==> src/hdl/pwm_frequency_duty_meter_defines.svh <==
// ----------------------------------------------------------------------------
// PWM frequency/duty meter assertion macros
// Shared concurrent-assertion wrappers, clocked and reset-qualified.
// ----------------------------------------------------------------------------
`ifndef PWM_FREQUENCY_DUTY_METER_DEFINES_SVH
`define PWM_FREQUENCY_DUTY_METER_DEFINES_SVH

// cond must hold at every edge out of reset
`define PFDM_ASSERT_ALWAYS(lbl, clk, rst_n, cond, msg) \
	lbl: assert property (@(posedge clk) disable iff (!rst_n) (cond)) else $error(msg);

// same-cycle implication
`define PFDM_ASSERT_IMP(lbl, clk, rst_n, ante, cons, msg) \
	lbl: assert property (@(posedge clk) disable iff (!rst_n) (ante) |-> (cons)) \
		else $error(msg);

// next-cycle implication
`define PFDM_ASSERT_NEXT(lbl, clk, rst_n, ante, cons, msg) \
	lbl: assert property (@(posedge clk) disable iff (!rst_n) (ante) |=> (cons)) \
		else $error(msg);

`endif

==> src/hdl/pfdm_pkg.sv <==
// ----------------------------------------------------------------------------
// PWM frequency/duty meter package
// Widths, reset values, phase codes and sequencer state type.
// ----------------------------------------------------------------------------
`default_nettype none

package pfdm_pkg;

	localparam int TIMER_WIDTH_DEF = 16;
	localparam int CLK_HZ_W        = 27;
	localparam int DUTY_W          = 10;
	localparam int DUTY_SCALE      = 1000;

	localparam logic [CLK_HZ_W-1:0] CLK_HZ_RESET = 27'd16000000;

	localparam logic [1:0] PH_RISE1  = 2'd0;
	localparam logic [1:0] PH_FALL   = 2'd1;
	localparam logic [1:0] PH_RISE2  = 2'd2;
	localparam logic [1:0] PH_UNUSED = 2'd3;

	typedef enum logic [2:0] {
		ST_IDLE = 3'b001,
		ST_FREQ = 3'b010,
		ST_DUTY = 3'b100
	} seq_state_t;

endpackage

`default_nettype wire

==> src/hdl/pfdm_if.sv <==
// ----------------------------------------------------------------------------
// PWM frequency/duty meter channels
// Valid/ready capture input channel and measurement result channel.
// ----------------------------------------------------------------------------
`default_nettype none

interface pfdm_capture_if
	import pfdm_pkg::*;
#(
	parameter int TW = TIMER_WIDTH_DEF
);
	logic          valid;
	logic          ready;
	logic [TW-1:0] capture_time;

	modport source (output valid, output capture_time, input ready);
	modport sink   (input valid, input capture_time, output ready);
endinterface

interface pfdm_result_if
	import pfdm_pkg::*;
#(
	parameter int TW = TIMER_WIDTH_DEF
);
	logic                valid;
	logic                ready;
	logic                measurement_valid;
	logic                period_error;
	logic [TW-1:0]       high_ticks;
	logic [TW-1:0]       period_ticks;
	logic [CLK_HZ_W-1:0] frequency_hz;
	logic [DUTY_W-1:0]   duty_tenths;
	logic                next_edge_rising;

	modport source (
		output valid, output measurement_valid, output period_error,
		output high_ticks, output period_ticks, output frequency_hz,
		output duty_tenths, output next_edge_rising, input ready
	);
	modport sink (
		input valid, input measurement_valid, input period_error,
		input high_ticks, input period_ticks, input frequency_hz,
		input duty_tenths, input next_edge_rising, output ready
	);
endinterface

`default_nettype wire

==> src/hdl/pwm_frequency_duty_meter.sv <==
// ----------------------------------------------------------------------------
// PWM frequency and duty meter
// Input-capture based period, high time, frequency and duty measurement.
// ----------------------------------------------------------------------------
// Captures arrive in the order rise, fall, rise. The first two beats return a
// result in the next cycle (measurement_valid low). The closing rise runs two
// divisions through one shared radix-2 divider of DW = max(27, TIMER_WIDTH+10)
// bits, one quotient bit per cycle: clock_hz / period, then 1000 * high /
// period. capture.ready stays low while the divisions run. A zero period skips
// the divider and reports period_error in the next cycle. clock_hz may be
// written only while no measurement is in flight.
// ----------------------------------------------------------------------------
`default_nettype none

`include "pwm_frequency_duty_meter_defines.svh"

module pwm_frequency_duty_meter
	import pfdm_pkg::*;
#(
	parameter int TIMER_WIDTH = TIMER_WIDTH_DEF
) (
	input  wire logic                clk,
	input  wire logic                arst_n,
	pfdm_capture_if.sink             capture,
	pfdm_result_if.source            result,
	input  wire logic                cfg_we,
	input  wire logic [CLK_HZ_W-1:0] cfg_wdata
);

	localparam int PW = TIMER_WIDTH + 10;
	localparam int DW = (PW > CLK_HZ_W) ? PW : CLK_HZ_W;

	seq_state_t          state_q;
	logic [1:0]          capture_phase_q;
	logic                out_valid_q;
	logic                start_q;
	logic [CLK_HZ_W-1:0] clock_hz_q;

	logic [TIMER_WIDTH-1:0] first_rise_q;
	logic [TIMER_WIDTH-1:0] fall_time_q;
	logic [PW-1:0]          prod_q;

	logic                   res_meas_q;
	logic                   res_err_q;
	logic [TIMER_WIDTH-1:0] res_high_q;
	logic [TIMER_WIDTH-1:0] res_period_q;
	logic [CLK_HZ_W-1:0]    res_freq_q;
	logic [DUTY_W-1:0]      res_duty_q;
	logic                   res_next_q;

	logic                   accept;
	logic [TIMER_WIDTH-1:0] high_w;
	logic [TIMER_WIDTH-1:0] period_w;
	logic [DW-1:0]          div_dividend;
	logic                   div_done;
	logic [DW-1:0]          div_quot;
	logic [DUTY_W-1:0]      duty_sat;

	assign capture.ready = (state_q == ST_IDLE) && (!out_valid_q || result.ready);
	assign accept        = capture.valid && capture.ready;

	assign high_w   = fall_time_q - first_rise_q;
	assign period_w = capture.capture_time - first_rise_q;

	assign div_dividend = (state_q == ST_FREQ) ? DW'(clock_hz_q) : DW'(prod_q);
	assign duty_sat     = (div_quot > DW'(DUTY_SCALE)) ? DUTY_W'(DUTY_SCALE)
	                                                   : div_quot[DUTY_W-1:0];

	pfdm_div #(
		.DW(DW),
		.VW(TIMER_WIDTH)
	) u_div (
		.clk     (clk),
		.arst_n  (arst_n),
		.start   (start_q),
		.dividend(div_dividend),
		.divisor (res_period_q),
		.done    (div_done),
		.quotient(div_quot)
	);

	always_ff @(posedge clk or negedge arst_n) begin
		if (!arst_n) begin
			state_q         <= ST_IDLE;
			capture_phase_q <= PH_RISE1;
			out_valid_q     <= 1'b0;
			start_q         <= 1'b0;
			clock_hz_q      <= CLK_HZ_RESET;
		end else begin
			start_q <= 1'b0;
			if (cfg_we) begin
				clock_hz_q <= cfg_wdata;
			end
			if (out_valid_q && result.ready) begin
				out_valid_q <= 1'b0;
			end
			case (state_q)
				ST_IDLE: begin
					if (accept) begin
						case (capture_phase_q)
							PH_FALL: begin
								capture_phase_q <= PH_RISE2;
								out_valid_q     <= 1'b1;
							end
							PH_RISE2: begin
								capture_phase_q <= PH_RISE1;
								if (period_w != '0) begin
									state_q <= ST_FREQ;
									start_q <= 1'b1;
								end else begin
									out_valid_q <= 1'b1;
								end
							end
							default: begin
								capture_phase_q <= PH_FALL;
								out_valid_q     <= 1'b1;
							end
						endcase
					end
				end
				ST_FREQ: begin
					if (div_done) begin
						state_q <= ST_DUTY;
						start_q <= 1'b1;
					end
				end
				ST_DUTY: begin
					if (div_done) begin
						state_q     <= ST_IDLE;
						out_valid_q <= 1'b1;
					end
				end
				default: begin
					state_q <= ST_IDLE;
				end
			endcase
		end
	end

	always_ff @(posedge clk) begin
		if (accept) begin
			case (capture_phase_q)
				PH_FALL: begin
					fall_time_q  <= capture.capture_time;
					res_meas_q   <= 1'b0;
					res_err_q    <= 1'b0;
					res_high_q   <= '0;
					res_period_q <= '0;
					res_freq_q   <= '0;
					res_duty_q   <= '0;
					res_next_q   <= 1'b1;
				end
				PH_RISE2: begin
					prod_q       <= PW'(high_w) * PW'(DUTY_SCALE);
					res_meas_q   <= 1'b1;
					res_err_q    <= (period_w == '0);
					res_high_q   <= high_w;
					res_period_q <= period_w;
					res_freq_q   <= '0;
					res_duty_q   <= '0;
					res_next_q   <= 1'b1;
				end
				default: begin
					first_rise_q <= capture.capture_time;
					res_meas_q   <= 1'b0;
					res_err_q    <= 1'b0;
					res_high_q   <= '0;
					res_period_q <= '0;
					res_freq_q   <= '0;
					res_duty_q   <= '0;
					res_next_q   <= 1'b0;
				end
			endcase
		end
		if ((state_q == ST_FREQ) && div_done) begin
			res_freq_q <= div_quot[CLK_HZ_W-1:0];
		end
		if ((state_q == ST_DUTY) && div_done) begin
			res_duty_q <= duty_sat;
		end
	end

	assign result.valid             = out_valid_q;
	assign result.measurement_valid = res_meas_q;
	assign result.period_error      = res_err_q;
	assign result.high_ticks        = res_high_q;
	assign result.period_ticks      = res_period_q;
	assign result.frequency_hz      = res_freq_q;
	assign result.duty_tenths       = res_duty_q;
	assign result.next_edge_rising  = res_next_q;

	`PFDM_ASSERT_ALWAYS(a_phase_legal, clk, arst_n, capture_phase_q != PH_UNUSED, "unused capture phase reached")
	`PFDM_ASSERT_IMP(a_div_done_busy, clk, arst_n, div_done, (state_q == ST_FREQ) || (state_q == ST_DUTY), "divider done outside a division")
	`PFDM_ASSERT_NEXT(a_duty_result, clk, arst_n, (state_q == ST_DUTY) && div_done, out_valid_q && res_meas_q && !res_err_q, "finished measurement not presented")
	`PFDM_ASSERT_IMP(a_duty_range, clk, arst_n, out_valid_q, res_duty_q <= DUTY_W'(DUTY_SCALE), "duty above full scale")

endmodule

`default_nettype wire

==> src/hdl/pfdm_div.sv <==
// ----------------------------------------------------------------------------
// PWM frequency/duty meter divider
// Radix-2 restoring divider, one quotient bit per cycle, shared by the
// frequency and duty computations.
// ----------------------------------------------------------------------------
`default_nettype none

module pfdm_div
	import pfdm_pkg::*;
#(
	parameter int DW = CLK_HZ_W,
	parameter int VW = TIMER_WIDTH_DEF
) (
	input  wire logic          clk,
	input  wire logic          arst_n,
	input  wire logic          start,
	input  wire logic [DW-1:0] dividend,
	input  wire logic [VW-1:0] divisor,
	output logic               done,
	output logic [DW-1:0]      quotient
);

	localparam int CW = $clog2(DW + 1);

	logic          busy_q;
	logic          done_q;
	logic [CW-1:0] cnt_q;
	logic [DW-1:0] acc_q;
	logic [VW-1:0] rem_q;

	logic [VW:0]   rem_sh;
	logic [VW+1:0] diff;
	logic          fits;

	assign rem_sh = {rem_q, acc_q[DW-1]};
	assign diff   = {1'b0, rem_sh} - {2'b00, divisor};
	assign fits   = !diff[VW+1];

	always_ff @(posedge clk or negedge arst_n) begin
		if (!arst_n) begin
			busy_q <= 1'b0;
			done_q <= 1'b0;
			cnt_q  <= '0;
		end else begin
			done_q <= 1'b0;
			if (start) begin
				busy_q <= 1'b1;
				cnt_q  <= CW'(DW);
			end else if (busy_q) begin
				cnt_q <= cnt_q - CW'(1);
				if (cnt_q == CW'(1)) begin
					busy_q <= 1'b0;
					done_q <= 1'b1;
				end
			end
		end
	end

	always_ff @(posedge clk) begin
		if (start) begin
			acc_q <= dividend;
			rem_q <= '0;
		end else if (busy_q) begin
			acc_q <= {acc_q[DW-2:0], fits};
			rem_q <= fits ? diff[VW-1:0] : rem_sh[VW-1:0];
		end
	end

	assign done     = done_q;
	assign quotient = acc_q;

endmodule

`default_nettype wire
==> src/flat_wrapper.sv <==
// flat-port wrapper written by rule: the top's interface ports become plain ports
module pwm_frequency_duty_meter_flat import pfdm_pkg::*;
#(
	parameter int TIMER_WIDTH = TIMER_WIDTH_DEF
)
  (clk, arst_n, cfg_we, cfg_wdata, capture_valid, capture_capture_time, capture_ready, result_valid, result_measurement_valid, result_period_error, result_high_ticks, result_period_ticks, result_frequency_hz, result_duty_tenths, result_next_edge_rising, result_ready);
  pfdm_capture_if capture_i ();
  pfdm_result_if result_i ();
  input  wire logic clk;
  input  wire logic arst_n;
  input  wire logic cfg_we;
  input  wire logic [CLK_HZ_W-1:0] cfg_wdata;
  input wire logic [$bits(capture_i.valid)-1:0] capture_valid;
  input wire logic [$bits(capture_i.capture_time)-1:0] capture_capture_time;
  output wire logic [$bits(capture_i.ready)-1:0] capture_ready;
  output wire logic [$bits(result_i.valid)-1:0] result_valid;
  output wire logic [$bits(result_i.measurement_valid)-1:0] result_measurement_valid;
  output wire logic [$bits(result_i.period_error)-1:0] result_period_error;
  output wire logic [$bits(result_i.high_ticks)-1:0] result_high_ticks;
  output wire logic [$bits(result_i.period_ticks)-1:0] result_period_ticks;
  output wire logic [$bits(result_i.frequency_hz)-1:0] result_frequency_hz;
  output wire logic [$bits(result_i.duty_tenths)-1:0] result_duty_tenths;
  output wire logic [$bits(result_i.next_edge_rising)-1:0] result_next_edge_rising;
  input wire logic [$bits(result_i.ready)-1:0] result_ready;
  assign capture_i.valid = capture_valid;
  assign capture_i.capture_time = capture_capture_time;
  assign capture_ready = capture_i.ready;
  assign result_valid = result_i.valid;
  assign result_measurement_valid = result_i.measurement_valid;
  assign result_period_error = result_i.period_error;
  assign result_high_ticks = result_i.high_ticks;
  assign result_period_ticks = result_i.period_ticks;
  assign result_frequency_hz = result_i.frequency_hz;
  assign result_duty_tenths = result_i.duty_tenths;
  assign result_next_edge_rising = result_i.next_edge_rising;
  assign result_i.ready = result_ready;
  pwm_frequency_duty_meter #(.TIMER_WIDTH(TIMER_WIDTH)) u_core (.clk(clk), .arst_n(arst_n), .capture(capture_i), .result(result_i), .cfg_we(cfg_we), .cfg_wdata(cfg_wdata));
endmodule
==> config.mk <==
export PLATFORM = sky130hd
export DESIGN_NAME = pwm_frequency_duty_meter_flat
export DESIGN_NICKNAME = d
export VERILOG_FILES = /design/src/hdl/pfdm_pkg.sv /design/src/hdl/pfdm_if.sv /design/src/hdl/pwm_frequency_duty_meter.sv /design/src/hdl/pfdm_div.sv /design/src/flat_wrapper.sv
export VERILOG_INCLUDE_DIRS = /design/src /design/src/hdl
export SDC_FILE = /design/constraint.sdc
export NUM_CORES = 1
export LEC_CHECK = 0
export ABC_CLOCK_PERIOD_IN_PS = 13640
export BUFFER_PORTS_ARGS = -buffer_cell sky130_fd_sc_hd__buf_2
export CORE_ASPECT_RATIO = 0.5
export CORE_MARGIN = 8
export CORE_UTILIZATION = 55
export DETAILED_ROUTE_END_ITERATION = 6
export HOLD_SLACK_MARGIN = 0.05
export PLACE_DENSITY = 0.72
export SKIP_CTS_REPAIR_TIMING = 1
export SLEW_MARGIN = 20
export SYNTH_ARGS = -nofsm -noshare
export SYNTH_HDL_FRONTEND = slang
export SYNTH_SLANG_ARGS = --single-unit
==> constraint.sdc <==
create_clock -name clk -period 13.64 [get_ports clk]
set_input_delay 1.364 -clock clk [delete_from_list [all_inputs] [get_ports clk]]
set_output_delay 1.364 -clock clk [all_outputs]
set_load 0.02 [all_outputs]
==> results.ini, run 1 <==
[run_status]
status = finished, final reports clean

[clock_network]
cts_made_buffers = 20
clk_latency_ns = 0.52
root_buffer = clkbuf_16
clkTransAtPathRegs_ns = 0.06
clkSinkCount = 211
h-tree-depth = 1
cts_tree = done
clockBufferDepth = 3

[synth]
yosysWarnings = 0
synth_area_sq_um = 13100
ys_types = 69
syn_area_per_cell_sq_um = 11.0
synth_area_leader_cell = edfxtp_1
synth_ff_type = edfxtp_1
synth-seq-cells = 211
syn-num-nets = 1393
synth_edf_count = 154
yosysSeqAreaShare_pct = 45.6
synthTopCellsByArea = edfxtp_1, ha_1, fa_1, dfrtp_1, inv_1
synth_top_area_share_pct = 35.3
syn_inst = 1196
ys_async_sr_fraction_pct = 19.4

[placed_design]
routabilityCongestion = 0.939
place_area_sq_um = 14100
port-buffer-count = 121
post-dp-hpwl_microns = 23800

[timing]
hold_ws_ns = 0.508
clock.fmax_mhz = 142
rsz0062_at_grt = false
fin_crit_ns = 7.06
setup_viol = 0
clock_skew_ns = 0.0113
finalHoldViolations = 0
relSlewSlack_pct = 31.0
setup_tns_ns = 0
maxSlewViolCount = 0
worstMarginPinSlew_ns = 1.03
period_share_pct = 51.7

[critical_path]
r2r_cells = 23
regToRegEndpoint = u_core.prod_q[23]
crit_path_max_fanout = 10
endpoint_kind = flip-flop
endpoint = u_core.prod_q[23]
crit-reg2reg-launch = u_core.fall_time_q[0]
start_kind = flip-flop
required_ns = 13.90
startpoint = u_core.fall_time_q[0]
crit_type = reg2reg
r2r_setup_slack_ns = 6.58
cp.arrival_ns = 7.32

[flow_run]
max_cap_violations = 0

[min_path]
hold_class = reg2reg

[floorplanning]
initial_utilization_pct = 55.4
die_y_microns = 125
boundaryPins = 122
die-area_sq_um = 29300
die_w_microns = 234
core_area_sq_um = 23700
fp-row-count = 40

[grt]
grt_overflow_total = 0
grt_pass1_vias = 8945
grt_usage_pct = 21.1
grt_first_pass_wirelength_microns = 49500
grt_antenna_before_repair = 0
grt_start_max_net_pins = 80

[pwr]
power.density_nw_per_um2 = 93.2
ir_drop_v = 0.0000767
p_leak_nw = 6.52
total_power_mw = 1.38

[cells_and_area]
layout_common_cells = edfxtp_1, inv_1, buf_2, nor2_1, ha_1
final_common_cell = edfxtp_1
num-nets-final = 1511
fin_area_sq_um = 14800
syn_to_final_growth_pct = 13.3
nFillCells = 1890
n_antenna_cell = 0
layout-drive-gt1-share_pct = 16.3

[drt]
drc = 0
drt_wl_total_microns = 30800
vias_per_cell = 5.66
firstDrtPassIters = 7
wl_per_cell_microns = 18.7
num_vias = 9293
ant_nets = 0
detail_route.iter0.violations = 728

## final cells by class
| type | instances | area [sq um] | area share [%] |
|---|---|---|---|
| Multi-Input combinational cell | 811 | 6490 | 43.7 |
| Sequential cell | 211 | 5980 | 40.3 |
| Timing Repair Buffer | 131 | 701 | 4.72 |
| Clock buffer | 26 | 563 | 3.79 |
| Inverter | 139 | 522 | 3.51 |
| Tap cell | 315 | 394 | 2.66 |
| Clock inverter | 10 | 190 | 1.28 |
## sequential cells by signal, summed over array words and instances (netlist names), 23 cells and up
| name | flops |
|---|---|
| u_core.clock_hz_q | 27 |
| u_core.prod_q | 23 |
| u_core.result.frequency_hz | 27 |
| u_core.u_div.quotient | 27 |
## metal layers
layer  track usage, %  wire [microns]  vias up  share of wire (%)
li1                 -               -     4440                  -
met4             3.55             464        0                1.5
met2             29.0           12200      300                 40
met5                0               0        -                  0
met1             33.6           15600     4520                 51
met3             4.58            2500       33                8.1
## synth_stat cells (5+ instances only)
library cell	n
a211oi_1	15
xor2_1	22
inv_1	137
nand2b_1	13
mux2i_1	32
and2_1	23
edfxtp_1	154
or3_1	12
clkbuf_1	32
nor3_1	26
and3_1	30
dfstp_2	8
o211ai_1	6
nor2b_1	12
o21a_1	11
o21ai_0	35
nor4_1	8
fa_1	49
o21bai_1	10
nor2_1	115
nand2_1	43
mux2_2	27
a31oi_1	5
nand3_1	12
xnor2_1	47
dfrtp_1	33
ha_1	100
o31ai_1	6
a21o_1	17
a21oi_1	70
dfxtp_1	16
## critical path: stages (launching register included)
cell	delay, ns
edfxtp_1	0.36
inv_1	0.07
ha_1	0.18
inv_1	0.06
fa_1	0.39
a21o_1	0.17
a21oi_1	0.24
o211ai_2	0.14
xor2_1	0.79
xor2_1	0.27
xnor2_1	0.28
fa_1	0.47
fa_1	0.49
fa_1	0.53
inv_1	0.05
ha_1	0.35
a21o_1	0.20
a21oi_1	0.15
nor2b_1	0.09
a2111oi_0	0.67
o21ai_1	0.30
a31o_2	0.30
a21oi_1	0.18
xnor2_1	0.08
## logic make-up after synthesis
group,Yosys count,synth area share (%)
buf+inv,174,4.99
flops,211,45.6
compound gates,216,10.7
mux,59,4.76
fa+ha+maj,152,17.3
xor+xnor,70,4.74
simple gates,314,11.9
## worst min path at each step
| stage | end | cells after the start | slack [ns] | from |
|---|---|---|---|---|
| 5_1_grt | u_core.clock_hz_q[5] | 1 | 0.53 | u_core.clock_hz_q[5] |
| 3_3_place_gp | u_core.u_div.rem_q[6] | 2 | 0.49 | u_core.u_div.rem_q[6] |
| 2_1_floorplan | u_core.u_div.rem_q[15] | 1 | 0.47 | u_core.u_div.rem_q[15] |
| 3_5_place_dp | u_core.clock_hz_q[6] | 1 | 0.50 | u_core.clock_hz_q[6] |
| 6_report | u_core.clock_hz_q[6] | 1 | 0.51 | u_core.clock_hz_q[6] |
| 4_1_cts | u_core.u_div.rem_q[8] | 2 | 0.50 | u_core.u_div.rem_q[8] |
## stage by stage
stage	cells	util, %	worst slack (ns)
floorplan	1196	-	7.59
global placement	1606	59.4	7.12
detailed placement	1606	59.4	6.65
CTS	1642	62.6	6.60
global route	1643	62.7	6.14
finish	1643	62.7	6.58
## report_power, final
group | switching (mW) | leakage, nW | internal [mW]
logic | 0.0283 | 4.10 | 0.0223
clock network | 0.249 | 0.361 | 0.388
registers | 0.00464 | 2.06 | 0.692
Power figures use the tool's default switching activity.
==> inputs of run 2 (changes only) <==
Settings changed: ABC_CLOCK_PERIOD_IN_PS 13640 to 6900.
Clock period 13.64 ns to 6.9 ns, I/O delays scaled along.
==> run 2 against run 1 <==
  * Wire length up 0.60%
  * Clock skew about the same
  * Flip-flop and latch count unchanged
  * Non-clock buffer count up 5
  * Final cell count up 0.43%
  * Sequential power up 98%
  * Total power up 92%
  * Via count about the same
  * Largest cell class unchanged
  * Highest routed layer unchanged
==> results.ini, run 2 (synthesis results as in run 1) <==
[placed_design]
port-buffer-count = 121  ; unchanged
routabilityCongestion = 0.933  ; -0.67%
post-dp-hpwl_microns = 23700  ; -0.62%

[cells_and_area]
syn_to_final_growth_pct = 13.4
num-nets-final = 1517  ; +0.40%
final_common_cell = edfxtp_1
utilization_pct = 62.8  ; +0.074 points
n_antenna_cell = 0  ; unchanged
layout_common_cells = edfxtp_1, inv_1, buf_2, nor2_1, ha_1
layout-drive-gt1-share_pct = 17.1  ; +0.81 points

[timing]
worstMarginPinSlew_ns = 0.957  ; -0.0718 ns
maxSlewViolCount = 0  ; unchanged
clock_skew_ns = 0.0108  ; -0.000499 ns
setup_tns_ns = 0  ; unchanged
setup_viol = 0  ; unchanged
period_share_pct = 92.5  ; +41 points
clock.fmax_mhz = 157  ; +11%
hold_ws_ns = 0.0633  ; -0.445 ns
relSlewSlack_pct = 35.7  ; +4.8 points
fin_crit_ns = 6.38  ; -0.674 ns
finalHoldViolations = 0  ; unchanged
rsz0062_at_grt = false

[drt]
num_vias = 9299  ; +0.065%
ant_nets = 0  ; unchanged
detail_route.iter0.violations = 761  ; +4.5%
drc = 0  ; unchanged
firstDrtPassIters = 5  ; -2
wl_per_cell_microns = 18.8  ; +0.17%
vias_per_cell = 5.64  ; -0.36%
drt_wl_total_microns = 31000  ; +0.60%

[critical_path]
endpoint = u_core.prod_q[23]
endpoint_kind = flip-flop
startpoint = u_core.fall_time_q[0]
critPathTopFamily = adder cells
r2r_setup_slack_ns = 0.52  ; -6.07 ns
regToRegEndpoint = u_core.prod_q[23]
cp_cell_sequence = inv_1, ha_1, inv_1, fa_1, a21o_1, a21oi_1, o211ai_2, a21oi_1, o21ai_0, xor2_1, buf_4, fa_1, inv_1, fa_1, fa_1, fa_1, inv_1, ha_1, or3_1, nor3_1, o21ai_1, a31o_2, a21oi_1, xnor2_1
r2r_cells = 24  ; +4.3%
required_ns = 7.17  ; -6.73 ns
start_kind = flip-flop
crit_top_cell = fa_1
crit_path_max_fanout = 7  ; -3
path_depth = 24  ; +4.3%
critical_path.slowest_cell = fa_1
critical-path-max-stage-delay_ns = 0.54  ; -0.25 ns
crit_buf_inv = 5  ; +2
crit_type = reg2reg
cp.arrival_ns = 6.65  ; -0.67 ns
crit-reg2reg-launch = u_core.fall_time_q[0]

[pwr]
power.density_nw_per_um2 = 179  ; +92%
ir_drop_v = 0.000133  ; +73%
total_power_mw = 2.66  ; +92%
p_leak_nw = 6.54  ; +0.28%

[clock_network]
cts_made_buffers = 21  ; +5.0%
clockBufferDepth = 3  ; unchanged
clk_latency_ns = 0.51  ; about the same
cts_tree = done
clkTransAtPathRegs_ns = 0.07  ; about the same
h-tree-depth = 1  ; unchanged
clkSinkCount = 211  ; unchanged
root_buffer = clkbuf_16

[floorplanning]
initial_utilization_pct = 55.4  ; unchanged
die-area_sq_um = 29300  ; unchanged
boundaryPins = 122  ; unchanged
die_w_microns = 234  ; unchanged
core_area_sq_um = 23700  ; unchanged
die_y_microns = 125  ; unchanged
fp-row-count = 40  ; unchanged

[grt]
grt_first_pass_wirelength_microns = 49300  ; -0.40%
grt_overflow_total = 0  ; unchanged
grt_start_max_net_pins = 80  ; unchanged
grt_pass1_vias = 8965  ; +0.22%
grt_usage_pct = 21.0  ; -0.12 points
grt_antenna_before_repair = 0  ; unchanged

[min_path]
hold_class = in2async

[run_status]
status = finished, final reports clean

[flow_run]
max_cap_violations = 0  ; unchanged

## run 2: report_power, final
part | total (mW) | internal, mW | switching (mW)
combinational | 0.102 | 0.0450 | 0.0570
clock | 1.18 | 0.682 | 0.498
sequential | 1.38 | 1.37 | 0.00951
total | 2.66 | 2.09 | 0.564
## run 2: metal layers
metal  routed length [microns]  GRT usage, %  vias to the layer above
li1                          -             -                     4463
met1                     15500          33.1                     4493
met2                     12400          29.1                      311
met3                      2680          4.90                       32
met4                       385          3.11                        0
met5                         0             0                        -
## run 2: worst min-delay path by stage
stage / from / end / slack [ns] / cells after the start
floorplan: arst_n / u_core.capture_phase_q[0] / 0.39 / 0
global placement: u_core.u_div.rem_q[6] / u_core.u_div.rem_q[6] / 0.49 / 2
detailed placement: u_core.clock_hz_q[3] / u_core.clock_hz_q[3] / 0.50 / 1
CTS: arst_n / u_core.u_div.cnt_q[0] / 0.35 / 1
global route: arst_n / u_core.u_div.cnt_q[0] / 0.06 / 1
finish: arst_n / u_core.u_div.cnt_q[2] / 0.06 / 1
## run 2: layout make-up
type                       count  area (sq um)
fill                        1896          8810
multi-input combinational    811          6530
sequential                   211          5980
timing repair buffer         136           731
clock buffer                  26           586
inverter                     139           522
tap                          315           394
clock inverter                12           121
## run 2: stage by stage
step	worst slack, ns	std cells	area [sq um]
finish	0.519	1650	14900
global route	0.0151	1650	14900
CTS	0.234	1649	14800
detailed placement	0.273	1611	14100
global placement	0.573	1611	14100
floorplan	0.852	1196	13100
## run 2: worst reg2reg max path: stages, from the launching register on
cell and delay (ns):
edfxtp_1 0.36, inv_1 0.06, ha_1 0.16, inv_1 0.06, fa_1 0.40, a21o_1 0.17
a21oi_1 0.26, o211ai_2 0.15, a21oi_1 0.31, o21ai_0 0.17, xor2_1 0.16, buf_4 0.18
fa_1 0.54, inv_1 0.06, fa_1 0.52, fa_1 0.44, fa_1 0.51, inv_1 0.04
ha_1 0.20, or3_1 0.44, nor3_1 0.23, o21ai_1 0.19, a31o_2 0.27, a21oi_1 0.19
xnor2_1 0.08
==> inputs of run 3 (changes only) <==
Settings changed: CORE_ASPECT_RATIO 0.5 to 0.6.
==> run 3 against run 2 <==
  * Combinational power is essentially flat
  * Maximum frequency increased by 1.2%
  * Total power about the same
  * Clock power about the same
  * Design area about the same
  * Non-clock buffer count fell by 1
  * Critical path depth increased by 1
  * Hold slack improved by 0.10 ns
  * Via count fell by 1.3%
  * Utilization is 1.1 points higher
  * First-iteration DRC count is 27% lower
  * Register-to-register slack improved by 0.08 ns
  * Critical path type unchanged
  * Largest cell class unchanged
  * Largest power group unchanged
==> results.ini, run 3 (synthesis results as in run 1) <==
[grt]
grt_pass1_vias = 9030  ; +0.73%
grt_usage_pct = 20.1  ; -0.86 points
grt_antenna_before_repair = 0  ; unchanged
grt_start_max_net_pins = 80  ; unchanged
grt_first_pass_wirelength_microns = 47500  ; -3.6%
grt_overflow_total = 0  ; unchanged

[cells_and_area]
num-nets-final = 1517  ; unchanged
final_common_cell = edfxtp_1
nFillCells = 1890  ; -0.32%
syn_to_final_growth_pct = 13.3  ; about the same
n_antenna_cell = 0  ; unchanged
layout_common_cells = edfxtp_1, inv_1, buf_2, nor2_1, ha_1
layout-drive-gt1-share_pct = 16.9  ; -0.16 points
utilization_pct = 63.9  ; +1.1 points
multi_input_area_sq_um = 6520  ; -0.17%
regArea_sq_um = 5980  ; unchanged

[timing]
period_share_pct = 91.4  ; -1.1 points
clock_skew_ns = 0.0140  ; +0.00315 ns
rsz0062_at_grt = false
setup_viol = 0  ; unchanged
relSlewSlack_pct = 27.0  ; -8.7 points
maxSlewViolCount = 0  ; unchanged
setup_tns_ns = 0  ; unchanged
clock.fmax_mhz = 159  ; +1.2%
finalHoldViolations = 0  ; unchanged
fin_crit_ns = 6.30  ; -0.0763 ns
worstMarginPinSlew_ns = 1.09  ; +0.133 ns

[critical_path]
endpoint_kind = flip-flop
crit_type = reg2reg
required_ns = 7.17  ; about the same
crit_path_max_fanout = 5  ; -2
start_kind = flip-flop
cp.arrival_ns = 6.58  ; -0.07 ns
crit-reg2reg-launch = u_core.fall_time_q[0]
startpoint = u_core.fall_time_q[0]

[pwr]
power.density_nw_per_um2 = 179  ; about the same
ir_drop_v = 0.000178  ; +34%
p_leak_nw = 6.52  ; -0.20%

[drt]
detail_route.iter0.violations = 559  ; -27%
drc = 0  ; unchanged
wl_per_cell_microns = 18.0  ; -4.1%
vias_per_cell = 5.56  ; -1.4%
num_vias = 9174  ; -1.3%
firstDrtPassIters = 6  ; +1
drt_wl_total_microns = 29700  ; -4.0%
ant_nets = 0  ; unchanged

[min_path]
hold_class = in2async

[floorplanning]
die_y_microns = 136  ; +8.3%
boundaryPins = 122  ; unchanged
fp-row-count = 43  ; +7.5%
die_w_microns = 215  ; -8.1%
initial_utilization_pct = 56.4  ; +1.0 points
die-area_sq_um = 29200  ; -0.47%
core_area_sq_um = 23200  ; -1.8%

[clock_network]
cts_made_buffers = 22  ; +4.8%
root_buffer = clkbuf_16
clkTransAtPathRegs_ns = 0.06  ; about the same
cts_tree = done
clockBufferDepth = 3  ; unchanged
clk_latency_ns = 0.52  ; about the same
clkSinkCount = 211  ; unchanged
h-tree-depth = 1  ; unchanged

[placed_design]
post-dp-hpwl_microns = 22500  ; -4.9%
port-buffer-count = 121  ; unchanged
routabilityCongestion = 0.921  ; -1.3%

[run_status]
status = finished, final reports clean

[flow_run]
max_cap_violations = 0  ; unchanged

run 3: cell type report:
cell class / count / share of cell area, %
clock buffer: 32 / 4.45
timing repair buffer: 135 / 4.80
inverter: 139 / 3.51
tap: 315 / 2.65
clock inverter: 8 / 0.430
sequential: 211 / 40.3
multi-input combinational: 811 / 43.9
run 3: metal layers:
| metal | track usage, % | up-vias | share of wire, % | wire length (microns) |
|---|---|---|---|---|
| li1 | - | 4450 | - | - |
| met1 | 29.8 | 4382 | 49 | 14600 |
| met2 | 28.7 | 305 | 40 | 11900 |
| met3 | 6.36 | 37 | 9.4 | 2810 |
| met4 | 3.50 | 0 | 1.4 | 410 |
| met5 | 0 | - | 0 | 0 |
run 3: final timing paths:
kind | endpoint | slack [ns] | cells past startpoint
setup / recovery | u_core.prod_q[24] | 0.60 | 25
hold / removal | u_core.clock_hz_q[2] | 0.17 | 1
setup reg to reg | u_core.prod_q[24] | 0.60 | 25
hold reg to reg | u_core.clock_hz_q[7] | 0.51 | 1
max in group asynchronous | u_core.start_q | 6.32 | 1
min in group clk | u_core.first_rise_q[11] | 0.38 | 1
run 3: report_power, final:
group | total (mW) | switching, mW | leakage [nW] | internal, mW
Sequential | 1.38 | 0.00879 | 2.06 | 1.37
Combinational | 0.0986 | 0.0546 | 4.12 | 0.0439
Clock | 1.18 | 0.509 | 0.351 | 0.673
Total | 2.66 | 0.573 | 6.52 | 2.08
run 3: stage by stage:
step | hold WS (ns) | power, mW | cells | cell area (sq um) | setup WS [ns]
2_1_floorplan | 0.394 | 1.46 | 1196 | 13100 | 0.852
3_3_place_gp | 0.488 | 1.50 | 1611 | 14100 | 0.575
3_5_place_dp | 0.495 | 1.50 | 1611 | 14100 | 0.270
4_1_cts | 0.363 | 2.67 | 1651 | 14800 | 0.234
5_1_grt | 0.202 | 2.73 | 1651 | 14900 | 0.115
6_report | 0.165 | 2.66 | 1651 | 14900 | 0.595
run 3: worst max-delay path: stages, from the launching register on:
cell and delay (ns):
edfxtp_1 0.36, inv_1 0.07, ha_1 0.17, inv_1 0.06
fa_1 0.40, a21o_1 0.17, a21oi_1 0.26, o211ai_2 0.15
a21oi_1 0.28, o21bai_1 0.11, xor2_1 0.18, ha_1 0.37
inv_1 0.08, fa_1 0.56, fa_1 0.44, fa_1 0.51
inv_1 0.04, ha_1 0.35, a21o_1 0.20, a21oi_1 0.13
nor2b_1 0.10, a21oi_1 0.29, a21oi_2 0.12, o31ai_2 0.30
o21ai_0 0.18, xnor2_1 0.14
